## src/rtl/serg_pkg.sv

```systemverilog
// serg_pkg: shared types for the shuffle-exchange route generator
// word formats of the request and response channels and the sequencer states
// no dependencies
package serg_pkg;

   typedef struct packed {
      logic [15:0] source_node;
      logic [15:0] dest_node;
   } serg_req_type;

   typedef struct packed {
      logic [15:0] path_node;
      logic        path_last;
   } serg_rsp_type;

   typedef enum logic [1:0] {
      SERG_IDLE,
      SERG_SOURCE,
      SERG_EXCHANGE,
      SERG_SHUFFLE
   } serg_state_type;

endpackage

```

## src/rtl/serg_queue.sv

```systemverilog
// serg_queue: two-entry queue between the request front and the route sequencer
// depends on nothing; WIDTH sets the entry size
module serg_queue #(
   parameter int WIDTH = 33
) (
   input  logic             clock,
   input  logic             reset,
   input  logic             push,
   input  logic [WIDTH-1:0] push_data,
   output logic             full,
   input  logic             pop,
   output logic             pop_valid,
   output logic [WIDTH-1:0] pop_data
);

   logic [WIDTH-1:0] mem_ff [2];
   logic       wr_ptr_ff, wr_ptr_in;
   logic       rd_ptr_ff, rd_ptr_in;
   logic [1:0] count_ff, count_in;
   logic       do_push, do_pop;

   assign full      = (count_ff == 2'd2);
   assign pop_valid = (count_ff != 2'd0);
   assign pop_data  = mem_ff[rd_ptr_ff];
   assign do_push   = push && !full;
   assign do_pop    = pop && pop_valid;

   always_comb begin
      wr_ptr_in = do_push ? ~wr_ptr_ff : wr_ptr_ff;
      rd_ptr_in = do_pop ? ~rd_ptr_ff : rd_ptr_ff;
      count_in  = count_ff;
      if (do_push && !do_pop) begin
         count_in = count_ff + 2'd1;
      end else if (do_pop && !do_push) begin
         count_in = count_ff - 2'd1;
      end
   end

   always_ff @(posedge clock) begin
      if (do_push) begin
         mem_ff[wr_ptr_ff] <= push_data;
      end
   end

   always_ff @(posedge clock) begin
      if (reset) begin
         wr_ptr_ff <= 1'b0;
         rd_ptr_ff <= 1'b0;
         count_ff  <= 2'd0;
      end else begin
         wr_ptr_ff <= wr_ptr_in;
         rd_ptr_ff <= rd_ptr_in;
         count_ff  <= count_in;
      end
   end

endmodule

```

## src/rtl/serg_front.sv

```systemverilog
// serg_front: accepts request words, trims node indexes and flags trivial routes
// depends on serg_pkg
module serg_front
   import serg_pkg::*;
#(
   parameter int NODE_BITS = 16
) (
   input  logic                   start,
   output logic                   busy,
   input  serg_req_type           req_word,
   input  logic                   q_full,
   output logic                   q_push,
   output logic [2*NODE_BITS:0]   q_data
);

   logic [NODE_BITS-1:0] src;
   logic [NODE_BITS-1:0] dst;
   logic                 same;

   assign src    = NODE_BITS'(req_word.source_node);
   assign dst    = NODE_BITS'(req_word.dest_node);
   assign same   = (src == dst);
   assign busy   = q_full;
   assign q_push = start && !q_full;
   assign q_data = {src, dst, same};

endmodule

```

## src/rtl/serg_back.sv

```systemverilog
// serg_back: route sequencer, one exchange or shuffle step per cycle
// depends on serg_pkg; takes routes from serg_queue
module serg_back
   import serg_pkg::*;
#(
   parameter int NODE_BITS = 16
) (
   input  logic                 clock,
   input  logic                 reset,
   input  logic                 q_valid,
   input  logic [2*NODE_BITS:0] q_data,
   output logic                 q_pop,
   output logic                 rsp_strobe,
   output serg_rsp_type         rsp_word
);

   localparam int POS_W = $clog2(NODE_BITS);

   serg_state_type       state_ff, state_in;
   logic [NODE_BITS-1:0] node_ff, node_in;
   logic [NODE_BITS-1:0] dst_ff, dst_in;
   logic [POS_W-1:0]     pos_ff, pos_in;
   logic                 same_ff, same_in;
   logic                 strobe_ff, strobe_in;
   serg_rsp_type         rsp_ff, rsp_in;

   logic [NODE_BITS-1:0] xnode, rnode, out_node;
   logic                 emit, last;

   assign xnode = {node_ff[NODE_BITS-1:1], ~node_ff[0]};
   assign rnode = {node_ff[NODE_BITS-2:0], node_ff[NODE_BITS-1]};

   // step outputs
   always_comb begin
      emit     = 1'b0;
      last     = 1'b0;
      out_node = node_ff;
      q_pop    = 1'b0;
      case (state_ff)
         SERG_IDLE: begin
            q_pop = q_valid;
         end
         SERG_SOURCE: begin
            emit = 1'b1;
            last = same_ff;
         end
         SERG_EXCHANGE: begin
            emit     = (node_ff[0] != dst_ff[pos_ff]);
            out_node = xnode;
            last     = (xnode == dst_ff);
         end
         SERG_SHUFFLE: begin
            emit     = (rnode != node_ff);
            out_node = rnode;
            last     = (rnode == dst_ff);
         end
         default: begin
            emit = 1'b0;
         end
      endcase
   end

   // next state
   always_comb begin
      state_in = state_ff;
      case (state_ff)
         SERG_IDLE: begin
            if (q_valid) state_in = SERG_SOURCE;
         end
         SERG_SOURCE: begin
            state_in = same_ff ? SERG_IDLE : SERG_EXCHANGE;
         end
         SERG_EXCHANGE: begin
            state_in = (emit && last) ? SERG_IDLE : SERG_SHUFFLE;
         end
         SERG_SHUFFLE: begin
            if ((emit && last) || pos_ff == '0) begin
               state_in = SERG_IDLE;
            end else begin
               state_in = SERG_EXCHANGE;
            end
         end
         default: begin
            state_in = SERG_IDLE;
         end
      endcase
   end

   // datapath
   always_comb begin
      node_in   = node_ff;
      dst_in    = dst_ff;
      pos_in    = pos_ff;
      same_in   = same_ff;
      strobe_in = emit;
      rsp_in.path_node = 16'(out_node);
      rsp_in.path_last = last;
      case (state_ff)
         SERG_IDLE: begin
            if (q_valid) begin
               node_in = q_data[2*NODE_BITS:NODE_BITS+1];
               dst_in  = q_data[NODE_BITS:1];
               same_in = q_data[0];
            end
         end
         SERG_SOURCE: begin
            pos_in = POS_W'(NODE_BITS - 1);
         end
         SERG_EXCHANGE: begin
            if (emit) node_in = xnode;
         end
         SERG_SHUFFLE: begin
            if (emit) node_in = rnode;
            if (pos_ff != '0) pos_in = pos_ff - POS_W'(1);
         end
         default: begin
            node_in = node_ff;
         end
      endcase
   end

   always_ff @(posedge clock) begin
      node_ff <= node_in;
      dst_ff  <= dst_in;
      pos_ff  <= pos_in;
      same_ff <= same_in;
      rsp_ff  <= rsp_in;
   end

   always_ff @(posedge clock) begin
      if (reset) begin
         state_ff  <= SERG_IDLE;
         strobe_ff <= 1'b0;
      end else begin
         state_ff  <= state_in;
         strobe_ff <= strobe_in;
      end
   end

   assign rsp_strobe = strobe_ff;
   assign rsp_word   = rsp_ff;

endmodule

```

## src/rtl/shuffle_exchange_route_generator_unit.sv

```systemverilog
// shuffle_exchange_route_generator_unit: route generator top level
// first node leaves via the queue, the idle and source states and the output register;
// then at most one node per step, the sequencer alternating exchange and shuffle steps
// two route words queue behind the sequencer; busy rises when both slots are taken
// synchronous reset empties the queue and idles the sequencer; no strobe during reset
// depends on serg_pkg, serg_front, serg_queue, serg_back
module shuffle_exchange_route_generator_unit
   import serg_pkg::*;
#(
   parameter int NODE_BITS = 16
) (
   input  logic         clock,
   input  logic         reset,
   input  logic         start,
   output logic         busy,
   input  serg_req_type req_word,
   output logic         rsp_strobe,
   output serg_rsp_type rsp_word
);

   localparam int QW = 2 * NODE_BITS + 1;

   logic          q_full, q_push, q_pop, q_valid;
   logic [QW-1:0] q_in_data, q_out_data;

   serg_front #(.NODE_BITS(NODE_BITS)) u_front (
      .start    (start),
      .busy     (busy),
      .req_word (req_word),
      .q_full   (q_full),
      .q_push   (q_push),
      .q_data   (q_in_data)
   );

   serg_queue #(.WIDTH(QW)) u_queue (
      .clock     (clock),
      .reset     (reset),
      .push      (q_push),
      .push_data (q_in_data),
      .full      (q_full),
      .pop       (q_pop),
      .pop_valid (q_valid),
      .pop_data  (q_out_data)
   );

   serg_back #(.NODE_BITS(NODE_BITS)) u_back (
      .clock      (clock),
      .reset      (reset),
      .q_valid    (q_valid),
      .q_data     (q_out_data),
      .q_pop      (q_pop),
      .rsp_strobe (rsp_strobe),
      .rsp_word   (rsp_word)
   );

endmodule
```

## config.mk

```make
export PLATFORM = sky130hd
export DESIGN_NAME = shuffle_exchange_route_generator_unit
export DESIGN_NICKNAME = d
export VERILOG_FILES = /design/src/rtl/serg_pkg.sv /design/src/rtl/serg_queue.sv /design/src/rtl/serg_front.sv /design/src/rtl/serg_back.sv /design/src/rtl/shuffle_exchange_route_generator_unit.sv
export SDC_FILE = /design/constraint.sdc
export NUM_CORES = 1
export LEC_CHECK = 0
export BUFFER_PORTS_ARGS = -buffer_cell sky130_fd_sc_hd__buf_2
export CORE_UTILIZATION = 40
export CTS_BUF_LIST = sky130_fd_sc_hd__clkbuf_16
export DETAILED_ROUTE_END_ITERATION = 8
export PLACE_DENSITY = 0.63
export SYNTH_ARGS = -nofsm -noshare
export SYNTH_HDL_FRONTEND = slang
export SYNTH_SLANG_ARGS = --single-unit
```

## constraint.sdc

```tcl
create_clock -name clock -period 3 [get_ports clock]
set_input_delay 0.3 -clock clock [delete_from_list [all_inputs] [get_ports clock]]
set_output_delay 0.3 -clock clock [all_outputs]
set_load 0.02 [all_outputs]
```

Yosys cells after proc, flatten, opt, wreduce, memory -nomap -nowiden
Memories as Yosys holds them, arrays and structs flattened. A register that Yosys moved wholly into a read port is not among the register bits.
Cells that the tools add are included.
{"block": "op_classes", "muxes": 23, "n_addsub": 3, "n_lt_le_gt_ge": 1, "eq_ne": 13, "bitwise_logic": 4, "reduce_logical": 22}
{"op": "$eq 16x16->1", "n": 3}
{"op": "$pmux 16 s3", "n": 1}
{"op": "$mux 16", "n": 2}
{"op": "$pmux 16 s2", "n": 1}
{"op": "$ne 16x16->1", "n": 1}
{"op": "$mux 2", "n": 6}
{"op": "$ne 2x1->1 const B", "n": 4}
{"op": "$pmux 2 s4", "n": 1}
{"op": "$pmux 4 s2", "n": 1}
{"op": "$reduce_and 4->1", "n": 2}
{"op": "$reduce_bool 2->1", "n": 4}
{"op": "$mux 1", "n": 7}
{"op": "$eq 2x2->1 const B", "n": 3}
{"op": "$logic_and 1x1->1", "n": 6}
{"op": "$pmux 1 s3", "n": 2}
{"op": "$lt 4x5->1 const B", "n": 1}
{"op": "$bmux 1 s4", "n": 1}
{"op": "$logic_not 4->1", "n": 1}
{"op": "$mux 4", "n": 1}
{"op": "$not 1->1", "n": 4}
{"op": "$reduce_and 2->1", "n": 2}
{"op": "$reduce_bool 4->1", "n": 1}
{"op": "$sub 4x1->4 const B", "n": 1}
{"op": "$logic_not 1->1", "n": 3}
{"op": "7 further kinds", "n": 7}
{"block": "word_totals", "elab_cells": 79, "ram_bits": 66, "in_bits": 35, "memories": 1, "regBits": 61}
{"name": "u_queue.mem_ff", "depth": 2, "word_bits": 33, "rd": 1, "rd_clocked_by_memory_dff": 1, "write_ports": 1, "line": "serg_queue.sv:16", "rtl": "logic [WIDTH-1:0] mem_ff [2];"}

Logic depth before layout (Yosys ltp)
{"block": "logic_depth", "word_depth": 8, "depth_mapped": 9}

Hierarchy
A second synthesis with hierarchy kept.
{"block": "unflattened", "hier_cells": 415, "area_unflattened_um2": 5866.9}
{"module": "serg_back", "seq_area_each_um2": 1511.4, "area_each_um2": 2834.0, "n_inst": 1, "cells_each": 231}
{"module": "serg_queue", "seq_area_each_um2": 2082.0, "area_each_um2": 2593.7, "n_inst": 1, "cells_each": 128}
{"module": "serg_front", "seq_area_each_um2": 0.0, "area_each_um2": 439.2, "n_inst": 1, "cells_each": 56}

Worst setup path before layout
Ideal clock, no wire load.
{"block": "synth_path", "path_kind": "register to register", "from": "reg u_back.pos_ff[0]", "to": "reg u_back.node_ff[10] (enable)", "t_arrival_ns": 2.631, "slack_ns": -0.021, "required_ns": 2.610, "synth_period_minus_slack_ns": 3.021, "path_stages_with_launch": 8, "path_cell_list": "edfxtp_1 -> buf_6 -> mux2i_1 -> mux4_2 -> xnor2_1 -> or3b_1 -> and4_4 -> a221oi_2"}
{"block": "synth_between", "elab_chain_cells": 6}
{"item": "start: declaration", "line": "serg_back.sv:22", "rtl": "logic [POS_W-1:0] pos_ff, pos_in;"}
{"item": "start signal: assignment", "line": "serg_back.sv:125", "rtl": "pos_ff <= pos_in;"}
{"item": "$bmux 1 s4", "line": "serg_back.sv:48", "rtl": "emit = (node_ff[0] != dst_ff[pos_ff]);"}
{"item": "$mux 1 (implied by the code)", "line": "serg_back.sv:48"}
{"item": "$ne 1x1->1", "line": "serg_back.sv:48"}
{"item": "$pmux 1 s3", "line": "serg_back.sv:39", "rtl": "case (state_ff)"}
{"item": "$ne 2x1->1 (no line)"}
{"item": "$reduce_and 4->1 (no line)"}
{"item": "end signal: assignment", "line": "serg_back.sv:123", "rtl": "node_ff <= node_in;"}
{"item": "end: declaration", "line": "serg_back.sv:20", "rtl": "logic [NODE_BITS-1:0] node_ff, node_in;"}
No other way between the ends. The select of a mux whose other input is x is not followed.
A chain may end at the register's enable or synchronous reset.

Worst setup path in the final report
{"block": "layout_path", "from": "reg u_back.pos_ff[0]", "to": "reg u_back.node_ff[13] (enable)"}
The elaborated chain is that of the path after synthesis.

==> flow_metrics.env <==
export IMPL_tightest_slew_ns=0.720
export IMPL_path_max_fanout=15
export IMPL_n_antenna_cell=0
export IMPL_ys_seq_area_share_pct=65.5
export IMPL_final_common_cell="edfxtp_1"
export IMPL_synthXorXnorAreaFrac_pct=7.34
export IMPL_synth_cell_types=42
export IMPL_power_switching_mw=2.21
export IMPL_yosys_area_share_adder_pct=1.60
export IMPL_clock_latency_ns=0.41
export IMPL_worstHoldStart="req_word[29]"
export IMPL_period_share_pct=94.2
export IMPL_synth_simple_area_share_pct=8.57
export IMPL_ios=54
export IMPL_reg2reg_slack_ns=0.17
export IMPL_cts_sinks=128
export IMPL_yosysTopAreaCellShare_pct=56.3
export IMPL_cts_root_buffer="clkbuf_16"
export IMPL_worstHoldPathCells=1
export IMPL_track_usage_pct=17.0
export IMPL_whs_endpoint="u_queue.mem_ff[0][30]$_DFFE_PP_"
export IMPL_combPwrFrac_pct=28.4
export IMPL_grt_max_degree=37
export IMPL_drt_vias_per_instance=5.07
export IMPL_r2r_start="u_back.pos_ff[0]$_SDFFCE_PP1P_"
export IMPL_r2r_cells=7
export IMPL_numCtsBuffers=17
export IMPL_crit_family="multiplexers"
export IMPL_h_tree_depth=4
export IMPL_hold_slack_ns=0.102
export IMPL_slowest_delay_ns=0.66
export IMPL_seqCellArea_sq_mm=0.00359
export IMPL_syn_avg_cell_area_sq_um=13.7
export IMPL_path_cells="mux2i_1 > mux4_2 > xnor2_1 > or3b_1 > and4_4 > a221oi_4 > buf_12"
export IMPL_cts_setup_buffers=0
export IMPL_via_count=3288
export IMPL_dr_pass1_iters=5
export IMPL_finClkSkew_ns=0.00664
export IMPL_p_sw_share_pct=32.7
export IMPL_synthCells=400
export IMPL_final_nets=502
export IMPL_cp_end_kind="flip-flop"
export IMPL_place_gp_congestion=0.857
export IMPL_drc=0
export IMPL_cp_depth=7
export IMPL_num_fill_cells=1178
export IMPL_power_density_mw_per_mm2=1040
export IMPL_wl_per_cell_microns=16.7
export IMPL_multi_input_area_sq_mm=0.00177
export IMPL_power_leakage_nw=2.41
export IMPL_die_area_sq_mm=0.0142
export IMPL_muxShareOfSynthArea_pct=10.1
export IMPL_coreArea_sq_mm=0.0133
export IMPL_drive_gt1_share_pct=23.3
export IMPL_wirelength_mm=10.9
export IMPL_cts_buffer_depth=2
export IMPL_r2r_end="u_back.node_ff[13]$_DFFE_PP_"
export IMPL_critPathLaunchType="flip-flop"
export IMPL_rsz0062_at_grt="false"
export IMPL_crit_type="flip-flop to flip-flop"
export IMPL_grt_antenna_before_repair=0
export IMPL_final_cell_mix="103 x edfxtp_1, 56 x nand2_1, 53 x buf_2"
export IMPL_rows=42
export IMPL_seq_power_share_pct=45.3
export IMPL_arrival_ns=2.94
export IMPL_syn2layout_area_growth_pct=18.3
export IMPL_antenna_left=0
export IMPL_yosys_most_used_dff="edfxtp_1"
export IMPL_max_freq_mhz=354
export IMPL_critPathRequiredTime_ns=3.12
export IMPL_drv_slew=0
export IMPL_ys_ff_latch=128
export IMPL_grt_pass1_vias=3381
export IMPL_cts_hold_buf=0
export IMPL_synth_async_reset_ratio_pct=0
export IMPL_irDropWorstVdd_mv=0.475
export IMPL_clkTransAtPathRegs_ns=0.05
export IMPL_setup_tns_final_ns=0
export IMPL_postCtsResizedCells=0
export IMPL_synth_top_family_by_area="multiplexers"
export IMPL_max_slew_margin_pct=51.9
export IMPL_status="completed"
export IMPL_synth_area_top_cells="edfxtp_1 56%, dfxtp_1 9.1%, mux2i_1 5.8%"
export IMPL_synth_area_sq_mm=0.00549
export IMPL_finalSetupViolations=0
export IMPL_start_util_pct=41.3
export IMPL_crit_buf_inv=1
export IMPL_syn_nets=442
export IMPL_fin_crit_ns=2.83
export IMPL_cts_tree="yes"
export IMPL_power_clock_fraction_pct=26.3
export IMPL_dieHeight_microns=119
export IMPL_yosysWarningCount=0
export IMPL_maxCapViolations=0
export IMPL_die_x_microns=119
export IMPL_synth_top_area_cell="edfxtp_1"
export IMPL_min_path_type="primary input to flip-flop"
export IMPL_port_buffers=53
export IMPL_synth_compound_area_share_pct=4.40
export IMPL_synth_edff_count=103
export IMPL_critPathSlowestCell="edfxtp_1"
export IMPL_grt_overflow=0
export IMPL_hpwlAfterDp_mm=7.54
export IMPL_p_int_mw=4.55
export IMPL_hold_viol=0
export IMPL_drt_iter0_drc=285
export IMPL_grt_pass1_wl_mm=17.9
cell families after synthesis:
family | Yosys count
XOR/XNOR | 46
flip-flops | 128
AND/OR/NAND/NOR | 103
multiplexers | 51
buffers and inverters | 26
adder cells (fa/ha/maj) | 7
AO/OA/AOI/OAI | 39
worst max path at each step:
stage	end	startpoint	slack, ns
2_1_floorplan	u_back.node_ff[10]$_DFFE_PP_	u_back.pos_ff[0]$_SDFFCE_PP1P_	0.24
3_3_place_gp	u_back.node_ff[7]$_DFFE_PP_	u_back.pos_ff[0]$_SDFFCE_PP1P_	0.29
3_5_place_dp	u_back.node_ff[11]$_DFFE_PP_	u_back.pos_ff[0]$_SDFFCE_PP1P_	0.18
4_1_cts	u_back.node_ff[15]$_DFFE_PP_	u_back.pos_ff[0]$_SDFFCE_PP1P_	0.17
5_1_grt	u_back.node_ff[1]$_DFFE_PP_	u_back.pos_ff[0]$_SDFFCE_PP1P_	0.06
6_report	u_back.node_ff[13]$_DFFE_PP_	u_back.pos_ff[0]$_SDFFCE_PP1P_	0.17
cell type report:
type | count | area share (%)
flip-flops and latches | 128 | 55.3
multi-input cells | 246 | 27.3
clock buffers | 17 | 6.55
repair buffers | 59 | 5.16
well taps | 176 | 3.39
clock inverters | 14 | 1.37
inverters | 8 | 0.924
synthesized netlist by cell type (all sizes together) (2+ instances only):
library cell,count
mux4,2
a21oi,3
buf,6
mux2,17
edfxtp,103
nand2,56
inv,6
a31oi,3
nor2,13
a221oi,2
xor2,12
xnor2,34
clkbuf,12
or3b,2
nor3,6
ha,7
nand3,4
or3,2
o21ai,23
nor4,4
mux2i,32
nand4,10
nand2b,2
dfxtp,25
worst register-to-register path, cell delays in order (launching register included):
cell	delay [ns]
edfxtp_1	0.66
mux2i_1	0.20
mux4_2	0.50
xnor2_1	0.13
or3b_1	0.39
and4_4	0.20
a221oi_4	0.25
buf_12	0.19
registers in the layout, indices dropped and copies added (netlist names), named ones only:
name	count
u_back.dst_ff	16
u_back.rsp_strobe	1
u_queue.rd_ptr_ff	1
u_back.rsp_word	17
u_back.state_ff	2
u_queue.mem_ff	66
u_queue.wr_ptr_ff	1
u_queue.count_ff	2
u_back.same_ff	1
u_back.node_ff	16
u_back.pos_ff	4
per-layer routing:
metal	wire length [microns]	share of wire [%]	GRT usage, %
met3	525	4.8	4.41
met2	5070	47	26.7
met5	0	0	0
met4	439	4.0	10.7
met1	4810	44	20.8
power groups by stage:
stage / combinational (mW) / sequential [mW] / clock (mW)
4_1_cts: 1.96 / 3.06 / 1.82
6_report: 1.92 / 3.06 / 1.78
2_1_floorplan: 1.27 / 3.07 / 0
3_5_place_dp: 1.94 / 3.09 / 0
3_3_place_gp: 1.92 / 3.08 / 0
5_1_grt: 2.11 / 3.13 / 1.88
metrics by stage:
step / instances / power (mW) / area (sq um) / utilization (%) / setup slack [ns]
6_report: 648 / 6.76 / 6500 / 48.9 / 0.174
5_1_grt: 648 / 7.11 / 6500 / 48.9 / 0.0643
4_1_cts: 648 / 6.84 / 6500 / 48.9 / 0.169
3_5_place_dp: 617 / 5.03 / 5980 / 45.0 / 0.180
3_3_place_gp: 617 / 5.00 / 5980 / 45.0 / 0.285
2_1_floorplan: 400 / 4.34 / 5500 / - / 0.239
Note: power is estimated with default switching activity, not from simulation.
